===== src/hw/rtl/irc_pkg.sv =====
package irc_pkg;

    localparam int unsigned CfgIdxW  = 3;
    localparam int unsigned CfgDataW = 8;
    localparam int unsigned CreditW  = 7;

    typedef enum logic [CfgIdxW-1:0] {
        CFG_ARCADE_MODE     = 3'd0,
        CFG_FREE_PLAY       = 3'd1,
        CFG_INITIAL_DELAY   = 3'd2,
        CFG_REPEAT_INTERVAL = 3'd3,
        CFG_CREDIT_LIMIT    = 3'd4
    } t_cfg_idx;

    typedef enum logic {
        REQ_FRAME       = 1'b0,
        REQ_CREDIT_DOWN = 1'b1
    } t_req;

    typedef enum logic [1:0] {
        START_NONE = 2'd0,
        START_P1   = 2'd1,
        START_P2   = 2'd2
    } t_start;

    localparam logic               RstArcadeMode     = 1'b1;
    localparam logic               RstFreePlay       = 1'b0;
    localparam logic [7:0]         RstInitialDelay   = 8'd20;
    localparam logic [7:0]         RstRepeatInterval = 8'd4;
    localparam logic [CreditW-1:0] RstCreditLimit    = 7'd99;

    // remapped system bit positions
    localparam int unsigned SysStart1 = 0;
    localparam int unsigned SysStart2 = 2;
    localparam int unsigned SysCoin1  = 4;
    localparam int unsigned SysCoin2  = 5;

    typedef struct packed {
        logic               arcade_mode;
        logic               free_play;
        logic [7:0]         initial_delay;
        logic [7:0]         repeat_interval;
        logic [CreditW-1:0] credit_limit;
    } t_cfg;

    typedef struct packed {
        logic [7:0] held;
        logic [7:0] pressed;
        logic [7:0] rpt;
    } t_player_res;

    typedef struct packed {
        logic       req_type;
        logic [7:0] p1_raw;
        logic [7:0] p2_raw;
        logic [7:0] status_a_raw;
        logic [7:0] status_b_raw;
        logic       attract_mode;
    } t_in_word;

    typedef struct packed {
        logic [7:0]         p1_held;
        logic [7:0]         p1_pressed;
        logic [7:0]         p1_repeat;
        logic [7:0]         p2_held;
        logic [7:0]         p2_pressed;
        logic [7:0]         p2_repeat;
        logic [7:0]         sys_held;
        logic [7:0]         sys_pressed;
        logic [CreditW-1:0] p1_credit_count;
        logic [CreditW-1:0] p2_credit_count;
        logic [CreditW-1:0] credit_available;
        logic [1:0]         start_request;
    } t_out_word;

endpackage


===== src/hw/rtl/irc_in_if.sv =====
interface irc_in_if;
    logic              valid;
    logic              ready;
    irc_pkg::t_in_word payload;

    modport source (output valid, output payload, input ready);
    modport sink (input valid, input payload, output ready);
endinterface


===== src/hw/rtl/irc_out_if.sv =====
interface irc_out_if;
    logic               valid;
    logic               ready;
    irc_pkg::t_out_word payload;

    modport source (output valid, output payload, input ready);
    modport sink (input valid, input payload, output ready);
endinterface


===== src/hw/rtl/irc_player.sv =====
module irc_player (
    input  logic                 i_clk,
    input  logic                 i_rst_n,
    input  logic                 i_frame,
    input  logic                 i_update,
    input  logic [7:0]           i_raw,
    input  irc_pkg::t_cfg        i_cfg,
    output irc_pkg::t_player_res o_res
);

    logic [7:0] r_last;
    logic [7:0] r_countdown;
    logic [7:0] n_countdown;
    logic [7:0] w_held;
    logic [7:0] w_pressed;
    logic [7:0] w_rpt;

    always_comb begin
        w_held      = ~i_raw;
        w_pressed   = w_held & ~r_last;
        w_rpt       = '0;
        n_countdown = r_countdown;
        if (w_held == '0) begin
            n_countdown = '0;
        end else if (w_pressed != '0) begin
            n_countdown = i_cfg.initial_delay;
            w_rpt       = w_pressed;
        end else if (r_countdown != '0) begin
            n_countdown = r_countdown - 8'd1;
        end else begin
            n_countdown = i_cfg.repeat_interval;
            w_rpt       = w_held;
        end
    end

    always_comb begin
        if (i_frame) begin
            o_res.held    = w_held;
            o_res.pressed = w_pressed;
            o_res.rpt     = w_rpt;
        end else begin
            o_res.held    = r_last;
            o_res.pressed = '0;
            o_res.rpt     = '0;
        end
    end

    always_ff @(posedge i_clk) begin
        if (!i_rst_n) begin
            r_last      <= '0;
            r_countdown <= '0;
        end else if (i_update && i_frame) begin
            r_last      <= w_held;
            r_countdown <= n_countdown;
        end
    end

endmodule


===== src/hw/rtl/input_repeat_and_coin_credit.sv =====
// path: an accepted word is held in the input register, then its result in the result register
// throughput: one word per cycle, input register and result register both
//   advance whenever the result register is empty or being taken
// reset: synchronous active low, clears edge, timer and credit state, restores
//   config defaults, and empties both stages
module input_repeat_and_coin_credit (
    input  logic                            i_clk,
    input  logic                            i_rst_n,
    irc_in_if.sink                          i_in,
    irc_out_if.source                       o_out,
    input  logic                            i_cfg_we,
    input  logic [irc_pkg::CfgIdxW-1:0]     i_cfg_idx,
    input  logic [irc_pkg::CfgDataW-1:0]    i_cfg_data
);

    irc_pkg::t_cfg      r_cfg;
    logic               r_in_valid;
    irc_pkg::t_in_word  r_in;
    logic               r_out_valid;
    irc_pkg::t_out_word r_out;
    irc_pkg::t_out_word n_out;

    logic [7:0]                  r_sys_last;
    logic [irc_pkg::CreditW-1:0] r_p1_credits;
    logic [irc_pkg::CreditW-1:0] r_p2_credits;
    logic [irc_pkg::CreditW-1:0] n_p1_credits;
    logic [irc_pkg::CreditW-1:0] n_p2_credits;

    logic                 w_move;
    logic                 w_frame;
    logic                 w_bypass;
    logic [7:0]           w_a;
    logic [7:0]           w_b;
    logic [7:0]           w_sys_held;
    logic [7:0]           w_sys_pressed;
    logic                 w_can1;
    logic                 w_can2;
    irc_pkg::t_start      w_start;
    irc_pkg::t_player_res w_p1;
    irc_pkg::t_player_res w_p2;

    assign w_move     = r_in_valid && (!r_out_valid || o_out.ready);
    assign i_in.ready = !r_in_valid || w_move;
    assign w_frame    = (r_in.req_type == irc_pkg::REQ_FRAME);
    assign w_bypass   = !r_cfg.arcade_mode || r_cfg.free_play;

    irc_player u_p1 (
        .i_clk    (i_clk),
        .i_rst_n  (i_rst_n),
        .i_frame  (w_frame),
        .i_update (w_move),
        .i_raw    (r_in.p1_raw),
        .i_cfg    (r_cfg),
        .o_res    (w_p1)
    );

    irc_player u_p2 (
        .i_clk    (i_clk),
        .i_rst_n  (i_rst_n),
        .i_frame  (w_frame),
        .i_update (w_move),
        .i_raw    (r_in.p2_raw),
        .i_cfg    (r_cfg),
        .o_res    (w_p2)
    );

    always_comb begin
        w_a           = ~r_in.status_a_raw;
        w_b           = ~r_in.status_b_raw;
        w_sys_held    = r_sys_last;
        w_sys_pressed = '0;
        n_p1_credits  = r_p1_credits;
        n_p2_credits  = r_p2_credits;
        w_start       = irc_pkg::START_NONE;
        w_can1        = 1'b0;
        w_can2        = 1'b0;
        if (!w_frame) begin
            if (!w_bypass && r_p1_credits != '0) begin
                n_p1_credits = r_p1_credits - 7'd1;
            end
        end else begin
            w_sys_held    = {w_a[7], w_a[2:0], w_b[3:0]};
            w_sys_pressed = w_sys_held & ~r_sys_last;
            if (r_cfg.arcade_mode) begin
                if (w_sys_pressed[irc_pkg::SysCoin1] && r_p1_credits < r_cfg.credit_limit) begin
                    n_p1_credits = r_p1_credits + 7'd1;
                end
                if (w_sys_pressed[irc_pkg::SysCoin2] && r_p2_credits < r_cfg.credit_limit) begin
                    n_p2_credits = r_p2_credits + 7'd1;
                end
            end
            if (r_in.attract_mode) begin
                w_can1 = w_bypass || n_p1_credits != '0;
                w_can2 = w_bypass || n_p2_credits != '0;
                if (w_can1 && w_sys_pressed[irc_pkg::SysStart1]) begin
                    w_start = irc_pkg::START_P1;
                end else if (w_can2 && w_sys_pressed[irc_pkg::SysStart2]) begin
                    w_start = irc_pkg::START_P2;
                end
            end
        end

        n_out.p1_held          = w_p1.held;
        n_out.p1_pressed       = w_p1.pressed;
        n_out.p1_repeat        = w_p1.rpt;
        n_out.p2_held          = w_p2.held;
        n_out.p2_pressed       = w_p2.pressed;
        n_out.p2_repeat        = w_p2.rpt;
        n_out.sys_held         = w_sys_held;
        n_out.sys_pressed      = w_sys_pressed;
        n_out.p1_credit_count  = n_p1_credits;
        n_out.p2_credit_count  = n_p2_credits;
        n_out.credit_available = w_bypass ? r_cfg.credit_limit : n_p1_credits;
        n_out.start_request    = w_start;
    end

    // config registers
    always_ff @(posedge i_clk) begin
        if (!i_rst_n) begin
            r_cfg.arcade_mode     <= irc_pkg::RstArcadeMode;
            r_cfg.free_play       <= irc_pkg::RstFreePlay;
            r_cfg.initial_delay   <= irc_pkg::RstInitialDelay;
            r_cfg.repeat_interval <= irc_pkg::RstRepeatInterval;
            r_cfg.credit_limit    <= irc_pkg::RstCreditLimit;
        end else if (i_cfg_we) begin
            case (i_cfg_idx)
                irc_pkg::CFG_ARCADE_MODE:     r_cfg.arcade_mode     <= i_cfg_data[0];
                irc_pkg::CFG_FREE_PLAY:       r_cfg.free_play       <= i_cfg_data[0];
                irc_pkg::CFG_INITIAL_DELAY:   r_cfg.initial_delay   <= i_cfg_data;
                irc_pkg::CFG_REPEAT_INTERVAL: r_cfg.repeat_interval <= i_cfg_data;
                irc_pkg::CFG_CREDIT_LIMIT: begin
                    r_cfg.credit_limit <= i_cfg_data[irc_pkg::CreditW-1:0];
                end
                default: ;
            endcase
        end
    end

    always_ff @(posedge i_clk) begin
        if (!i_rst_n) begin
            r_in_valid   <= 1'b0;
            r_out_valid  <= 1'b0;
            r_sys_last   <= '0;
            r_p1_credits <= '0;
            r_p2_credits <= '0;
        end else begin
            if (i_in.valid && i_in.ready) begin
                r_in_valid <= 1'b1;
            end else if (w_move) begin
                r_in_valid <= 1'b0;
            end
            if (w_move) begin
                r_out_valid  <= 1'b1;
                r_sys_last   <= w_sys_held;
                r_p1_credits <= n_p1_credits;
                r_p2_credits <= n_p2_credits;
            end else if (o_out.ready) begin
                r_out_valid <= 1'b0;
            end
        end
    end

    always_ff @(posedge i_clk) begin
        if (i_in.valid && i_in.ready) begin
            r_in <= i_in.payload;
        end
        if (w_move) begin
            r_out <= n_out;
        end
    end

    assign o_out.valid   = r_out_valid;
    assign o_out.payload = r_out;

endmodule


===== src/flat_wrapper.sv =====
// flat-port wrapper written by rule: the top's interface ports become plain ports
module input_repeat_and_coin_credit_flat 
  (i_clk, i_rst_n, i_cfg_we, i_cfg_idx, i_cfg_data, i_in_valid, i_in_payload, i_in_ready, o_out_valid, o_out_payload, o_out_ready);
  irc_in_if i_in_i ();
  irc_out_if o_out_i ();
  input  logic i_clk;
  input  logic i_rst_n;
  input  logic i_cfg_we;
  input  logic [irc_pkg::CfgIdxW-1:0] i_cfg_idx;
  input  logic [irc_pkg::CfgDataW-1:0] i_cfg_data;
  input wire logic [$bits(i_in_i.valid)-1:0] i_in_valid;
  input wire logic [$bits(i_in_i.payload)-1:0] i_in_payload;
  output wire logic [$bits(i_in_i.ready)-1:0] i_in_ready;
  output wire logic [$bits(o_out_i.valid)-1:0] o_out_valid;
  output wire logic [$bits(o_out_i.payload)-1:0] o_out_payload;
  input wire logic [$bits(o_out_i.ready)-1:0] o_out_ready;
  assign i_in_i.valid = i_in_valid;
  assign i_in_i.payload = i_in_payload;
  assign i_in_ready = i_in_i.ready;
  assign o_out_valid = o_out_i.valid;
  assign o_out_payload = o_out_i.payload;
  assign o_out_i.ready = o_out_ready;
  input_repeat_and_coin_credit u_core (.i_clk(i_clk), .i_rst_n(i_rst_n), .i_in(i_in_i), .o_out(o_out_i), .i_cfg_we(i_cfg_we), .i_cfg_idx(i_cfg_idx), .i_cfg_data(i_cfg_data));
endmodule

===== config.mk =====
export PLATFORM = sky130hd
export DESIGN_NAME = input_repeat_and_coin_credit_flat
export DESIGN_NICKNAME = d
export VERILOG_FILES = /design/src/hw/rtl/irc_pkg.sv /design/src/hw/rtl/irc_in_if.sv /design/src/hw/rtl/irc_out_if.sv /design/src/hw/rtl/irc_player.sv /design/src/hw/rtl/input_repeat_and_coin_credit.sv /design/src/flat_wrapper.sv
export SDC_FILE = /design/constraint.sdc
export NUM_CORES = 1
export LEC_CHECK = 0
export BUFFER_PORTS_ARGS = -buffer_cell sky130_fd_sc_hd__buf_2
export CORE_MARGIN = 1.5
export CORE_UTILIZATION = 55
export DETAILED_ROUTE_END_ITERATION = 10
export GPL_TIMING_DRIVEN = 0
export HOLD_SLACK_MARGIN = 0.12
export PLACE_DENSITY = 0.78
export SETUP_SLACK_MARGIN = 0.05
export SLEW_MARGIN = 20
export SYNTH_ARGS = -nofsm -noshare
export SYNTH_HDL_FRONTEND = slang
export SYNTH_HIERARCHICAL = 1
export SYNTH_SLANG_ARGS = --single-unit

===== constraint.sdc =====
create_clock -name i_clk -period 7.05 [get_ports i_clk]
set_clock_uncertainty 0.05 [all_clocks]
set_input_delay 1.0575 -clock i_clk [delete_from_list [all_inputs] [get_ports i_clk]]
set_output_delay 1.0575 -clock i_clk [all_outputs]
set_load 0.05 [all_outputs]

# Yosys cells after proc, flatten, opt, wreduce, memory -nomap -nowiden
# Index checks and enable logic that the tools add are counted.
# Widths: inputs -> output; s select.
[classes] add_sub_neg=5 magnitude_cmp=2 n_eq_ne=4 mux=31 bitwise_logic=12 reduce_logical=38
[ops] cell="$mux 8" count=13
[ops] cell="$mux 7" count=10
[ops] cell="$mux 24" count=2
[ops] cell="$not 8->8" count=6
[ops] cell="$reduce_bool 8->1" count=4
[ops] cell="$and 8x8->8" count=3
[ops] cell="$reduce_bool 7->1" count=3
[ops] cell="$logic_not 8->1" count=2
[ops] cell="$sub 8x1->8 const B" count=2
[ops] cell="$add 7x1->7 const B" count=2
[ops] cell="$lt 7x7->1" count=2
[ops] cell="$reduce_and 2->1" count=5
[ops] cell="$logic_and 1x1->1" count=8
[ops] cell="$sub 7x1->7 const B" count=1
[ops] cell="$eq 3x2->1 const B" count=2
[ops] cell="$reduce_or 2->1" count=3
[ops] cell="$logic_or 1x1->1" count=5
[ops] cell="$mux 1" count=5
[ops] cell="$logic_not 1->1" count=4
[ops] cell="$not 4->4" count=1
[ops] cell="$reduce_bool 2->1" count=2
[ops] cell="$eq 3x1->1 const B" count=1
[ops] cell="$eq 3x3->1 const B" count=1
[ops] cell="$logic_not 3->1" count=1
[ops] cell="3 further kinds" count=4
[word_totals] ff_bits=198 out_inout_bits=89 elab_cells=125

# Longest topological paths before layout
# Gate-level depths: netlist (run 1).
[logic_depth] word_depth=11 mapped_depth=9 depth_no_buf=8

# By module
# The synthesis (run 1) kept the hierarchy.
[modules_own_cells] module="input_repeat_and_coin_credit" instances=1 cells_each=513 area_each_um2=6613.8
[modules_own_cells] module="irc_player" instances=2 cells_each=160 area_each_um2=1188.6

# Worst setup path after synthesis (run 1)
# No wires, ideal clock.
[synth_path] kind="input to register" from="input port o_out_ready" to="register u_core.u_p1.r_countdown[6]" setup_time_ns=0.140 t_arrival_ns=5.157 required_time_ns=6.860 path_slack_ns=1.703 stages=8 n_path_buf=2 path_cell_list="nor2b_1 > nand2b_1 > inv_1 > buf_2 > buf_1 > nand2_2 > o31ai_1 > a211oi_1"
[synth_between] elab_chain_cells=3
[synth_lines] item="from (decl)" line="flat_wrapper.sv:16" text="input wire logic [$bits(o_out_i.ready)-1:0] o_out_ready;"
[synth_lines] item="$logic_or 1x1->1" line="input_repeat_and_coin_credit.sv:42" text="assign w_move = r_in_valid && (!r_out_valid || o_out.ready);"
[synth_lines] item="$logic_and 1x1->1" line="input_repeat_and_coin_credit.sv:42"
[synth_lines] item="net u_core.w_move" line="input_repeat_and_coin_credit.sv:29" text="logic w_move;"
[synth_lines] item="$logic_and 1x1->1" line="irc_player.sv:52" text="end else if (i_update && i_frame) begin"
[synth_lines] item="to (signal assigned)" line="irc_player.sv:54" text="r_countdown <= n_countdown;"
[synth_lines] item="to (decl)" line="irc_player.sv:12" text="logic [7:0] r_countdown;"
# The timed path passes the listed nets, and every way through them passes these cells.
# A chain may end at the register's enable or synchronous reset.

# Final worst setup path (run 1)
[layout_path] from="input port o_out_ready" to="register u_core.u_p2.r_countdown[6]"
[layout_between] elab_chain_cells=3
[layout_lines] item="$logic_or 1x1->1" line="input_repeat_and_coin_credit.sv:42"
[layout_lines] item="$logic_and 1x1->1" line="input_repeat_and_coin_credit.sv:42"
[layout_lines] item="net u_core.w_move" line="input_repeat_and_coin_credit.sv:29"
[layout_lines] item="$logic_and 1x1->1" line="irc_player.sv:52"
[layout_lines] item="to (signal assigned)" line="irc_player.sv:54"
[layout_lines] item="to (decl)" line="irc_player.sv:12"
# The timed path passes the listed nets, and every way through them passes these cells.

==> results.toml, run 1 <==
[layout]
drive_above_1_share_pct = 20.9
area_growth_pct = 17.7
final_nets = 1056
diodes = 0
layout_commonest_cell = "buf_2"
fin_util_pct = 66.4
fill_cells = 1294
mostFrequentLayoutCells = "buf_2 (136), edfxtp_1 (113), nand2_1 (103)"

[synth]
avgSynthCellArea_sq_um = 10.8
ys_ff_latch = 194
synth.distinct_cells = 70
synth_area_sq_um = 8990
synth-edff-count = 113
synthArstFlopShare_pct = 0
synthCells = 833
ys_warn_count = 6
syn-num-nets = 903
ys_seq_area_share_pct = 55.8
synth-main-ff-cell = "edfxtp_1"

[cts]
hold_buffers = 0
clk-insertion-delay-late_ps = 430
cts-buffers-inserted = 17
cts_root_buffer = "clkbuf_16"
cts_setup_buffers = 0
clk_pin_slew_ps = 60
cts_resized = 0
tritoncts = "done"
cts.sinks = 194
cts_max_level = 4
clockBufferDepth = 2

[sta]
period_needed_ps = 3210
setup_violations = 0
tightest_slew_ps = 711
worst_slack_ps = 3840
final_hold_viol_count = 0
max-slew-margin-rel_pct = 52.6
rsz0062_at_grt = "false"
finalHoldWorstSlack_ps = 438
period_share_pct = 45.5
timing.fmax_mhz = 311
slew_viol_final = 0
final.setup.tns_ps = 0

[critical_path]
crit_fanout = 27
worstSetupStartpointType = "input pin"
critical_path_class = "in -> reg"
cp_data_required_time_ps = 7290
end_kind = "flop"
cp.arrival_ps = 3450

[pwr]
powerDensity_nw_per_um2 = 246
ir_drop_mv = 0.149
leakage_nw = 4.25

[detailed_routing]
antenna_left = 0
firstDrtPassIters = 5
drc = 0
via_per_inst = 5.58
avgRoutedWirePerCell_microns = 16.5
vias = 6776
first_iter_violations = 440
wl_microns = 20100

[placement]
place_congestion = 0.933
place_ws_ps = 3450
portBuffers = 130
dpl.hpwl_microns = 14500

[floorplan]
die_w_microns = 131
core.rowCount = 46
die_y_microns = 131
die_area_sq_um = 17100
ios = 139
core_sq_um = 15900
initial_core_util_pct = 56.4

[hold_path]
hold_class = "reg -> reg"

[grt]
grt_pass1_vias = 6222
grtUsageTotal_pct = 24.5
grt_pass1_wl_microns = 31700
grt_start_max_net_pins = 34
overflow = 0
antenna_found_initial = 0

[status]
status = "finished, final reports clean"

[run]
cap_violations = 0
## synthesized netlist by cell type, types with 8 or more instances
| library cell | n | area [sq um] |
|---|---|---|
| edfxtp_1 | 113 | 3390 |
| nand2_1 | 103 | 387 |
| dfxtp_1 | 81 | 1620 |
| nor2_1 | 58 | 218 |
| a21oi_1 | 44 | 220 |
| o21ai_0 | 33 | 165 |
| inv_1 | 32 | 120 |
| clkbuf_1 | 31 | 116 |
| nand3_1 | 28 | 140 |
| a21boi_0 | 24 | 180 |
| nand2b_1 | 21 | 131 |
| ha_1 | 20 | 250 |
| nor3_1 | 20 | 100 |
| xnor2_1 | 17 | 149 |
| o211a_1 | 16 | 160 |
| mux2i_1 | 14 | 140 |
| and2_1 | 11 | 68.8 |
| o21a_1 | 11 | 82.6 |
| and3_1 | 10 | 62.6 |
| a211oi_1 | 9 | 67.6 |
| o211ai_1 | 8 | 60.1 |
| o22ai_1 | 8 | 50.1 |
## critical path: stages
cell      delay [ps]
buf_2             70
nor2b_1           50
nand2b_1         210
inv_1            120
buf_2            250
buf_2            510
buf_12           260
nand2_2          160
o31ai_1          610
a211oi_1         110
## flip-flops by register name, summed over array words and instances, names as in the netlist
signal,cells
u_core/r_sys_last,8
u_core/r_cfg,25
u_core/o_out.payload,87
u_core/u_p2/r_countdown,8
u_core/r_in,26
u_core/r_in_valid,1
u_core/r_p2_credits,7
u_core/u_p1/r_countdown,8
u_core/o_out.valid,1
u_core/u_p2/r_last,8
u_core/r_p1_credits,7
u_core/u_p1/r_last,8
## metal layers
| metal | part of all wire (%) | wire length [microns] | track usage, % | vias to the layer above |
|---|---|---|---|---|
| li1 | - | - | - | 3334 |
| met1 | 42 | 8540 | 30.9 | 3220 |
| met2 | 50 | 10100 | 42.2 | 190 |
| met3 | 4.5 | 897 | 3.99 | 32 |
| met4 | 2.7 | 537 | 9.50 | 0 |
| met5 | 0 | 0 | 0 | - |
## final timing paths
check	endpoint	depth (start not counted)	startpoint	slack, ps
max	u_core/u_p2/r_countdown[6]	10	o_out_ready	3840
min	u_core/r_sys_last[1]	2	u_core/r_sys_last[1]	440
max reg2reg	u_core/u_p2/r_countdown[6]	9	u_core/o_out.valid	4140
min reg2reg	u_core/r_sys_last[1]	2	u_core/r_sys_last[1]	440
## power breakdown
group,internal [W],switching (W)
Sequential,0.00126,0.0000347
Combinational,0.000121,0.000254
Clock,0.000540,0.000395
Total,0.00192,0.000684
## metrics by stage
step           std cells  cell area, sq um  total power [W]
6_report            1215             10600          0.00261
5_1_grt             1215             10600          0.00270
4_1_cts             1215             10600          0.00262
3_5_place_dp        1183             10000          0.00170
3_3_place_gp        1179              9910          0.00169
2_1_floorplan        833              8990          0.00160
## cell type report
type	count	area [sq um]	share of cell area, %
Buffer	42	196	1.86
Clock buffer	23	468	4.42
Clock inverter	9	108	1.02
Inverter	32	120	1.13
Multi-Input combinational cell	565	3660	34.6
Sequential cell	194	5010	47.4
Tap cell	216	270	2.55
Timing Repair Buffer	134	746	7.04
## kinds of logic after synthesis
group | synth area share (%)
DFF | 55.8
buffers and inverters | 3.49
and+or+nand+nor | 17.3
adders and majority gates | 2.78
AOI/OAI and AO/OA | 15.4
muxes | 2.89
xor gates and xnor gates | 2.31
Power figures use the tool's default switching activity.
==> run 2, diff against run 1 <==
==> constraint.sdc (replaced) <==
create_clock -name i_clk -period 3.3 [get_ports i_clk]
set_clock_uncertainty 0.05 [all_clocks]
set_input_delay 0.495 -clock i_clk [delete_from_list [all_inputs] [get_ports i_clk]]
set_output_delay 0.495 -clock i_clk [all_outputs]
set_load 0.05 [all_outputs]
==> results.toml, run 2 (synthesis results as in run 1) <==
[cts]
cts_root_buffer = "clkbuf_16"
cts_resized = 0
cts_setup_buffers = 0
clockBufferDepth = 2
cts-buffers-inserted = 17
tritoncts = "done"
clk_pin_slew_ps = 70
clk-insertion-delay-late_ps = 430
hold_buffers = 0
cts.sinks = 194
cts_max_level = 4

[critical_path]
r2r_slack_ps = 290
worstSetupStartpointType = "flop"
cp_data_required_time_ps = 3530
critical_path_class = "reg -> reg"
cp.arrival_ps = 3240
end_kind = "flop"
rr_worst_depth = 8
critPathLaunch = "u_core/o_out.valid"
crit_fanout = 100
r2r-start = "u_core/o_out.valid"
r2r_end = "u_core/u_p1/r_countdown[6]"

[pwr]
total_power_w = 0.00566
ir_drop_mv = 0.347
leakage_nw = 4.24
powerDensity_nw_per_um2 = 536

[floorplan]
core.rowCount = 46
die_y_microns = 131
die_w_microns = 131
die_area_sq_um = 17100
ios = 139
core_sq_um = 15900
initial_core_util_pct = 56.4

[sta]
slew_viol_final = 0
setup_violations = 0
timing.fmax_mhz = 332
period_needed_ps = 3010
final_hold_viol_count = 0
rsz0062_at_grt = "false"
max-slew-margin-rel_pct = 37.1
period_share_pct = 91.2
final.setup.tns_ps = 0
tightest_slew_ps = 943

[grt]
antenna_found_initial = 0
grtUsageTotal_pct = 24.2
grt_pass1_wl_microns = 31500
grt_pass1_vias = 6280
overflow = 0
grt_start_max_net_pins = 101

[layout]
mostFrequentLayoutCells = "buf_2 (135), edfxtp_1 (113), nand2_1 (103)"
final_nets = 1053
drive_above_1_share_pct = 20.9
diodes = 0
fill_cells = 1253
area_growth_pct = 17.4
layout_commonest_cell = "buf_2"
largest_reg_flops = 87

[detailed_routing]
wl_microns = 20100
firstDrtPassIters = 5
antenna_left = 0
first_iter_violations = 454
drc = 0
via_per_inst = 5.57
vias = 6747
avgRoutedWirePerCell_microns = 16.6

[hold_path]
holdCritStartpoint = "i_in_payload[16]"
min_to = "u_core/r_in[16]"
holdPathStages = 1
hold_class = "in -> reg"

[run]
cap_violations = 0

[placement]
portBuffers = 130
place_congestion = 0.931
dpl.hpwl_microns = 14000

[status]
status = "finished, final reports clean"
==> run 2: changes by cell type in the layout (fill, tap and decap cells not counted) <==
cell	change
buf_12	-2
buf_16	-1
buf_2	-1
buf_6	+1
bufinv_16	+1
clkbuf_1	-1
clkbuf_8	-1
clkinv_1	-1
inv_6	+2
==> run 2: through the flow <==
step / cells / utilization [%] / hold WS [ps] / area, sq um / setup slack, ps
floorplan: 833 / - / 403 / 8990 / 569
global placement: 1179 / 62.2 / 421 / 9920 / -127
detailed placement: 1180 / 62.4 / 426 / 9950 / 140
CTS: 1212 / 66.2 / 174 / 10600 / 306
global route: 1212 / 66.2 / 173 / 10600 / 168
finish: 1212 / 66.2 / 190 / 10600 / 290
==> run 2: metal layers <==
metal  share of wire, %  wire, microns  global-route usage (%)
met1                 44           8760                    30.3
met2                 51          10200                    42.3
met3                4.0            813                    4.52
met5                  0              0                       0
met4                1.7            349                    8.02
==> run 2: layout make-up <==
type | instances | area [sq um] | area share (%)
multi-input combinational | 565 | 3660 | 34.7
sequential | 194 | 5010 | 47.5
tap | 216 | 270 | 2.56
clock inverter | 11 | 151 | 1.43
timing repair buffer | 131 | 678 | 6.43
buffer | 42 | 203 | 1.92
inverter | 32 | 120 | 1.14
clock buffer | 21 | 450 | 4.27
==> run 2: worst max path at each step <==
stage	slack [ps]	to	cells past startpoint
after floorplan	570	u_core/u_p1/r_countdown[6]	8
after global placement	-130	u_core/u_p2/r_countdown[6]	9
after detailed placement	140	u_core/u_p1/r_countdown[6]	9
after CTS	310	u_core/u_p1/r_countdown[6]	8
after global routing	170	u_core/u_p1/r_countdown[6]	8
final	290	u_core/u_p1/r_countdown[6]	8
==> run 2: where the power goes <==
group	switching (W)	internal (W)
sequential	0.0000758	0.00270
combinational	0.000542	0.000249
clock	0.000872	0.00122
total	0.00149	0.00417
==> run 2: worst max-delay path, stage by stage, from the launching register on <==
cell,delay [ps]
dfxtp_1,310
nor2b_1,150
nand2b_1,190
inv_1,120
buf_2,260
buf_6,620
nand2_2,310
o31ai_1,580
a211oi_1,90
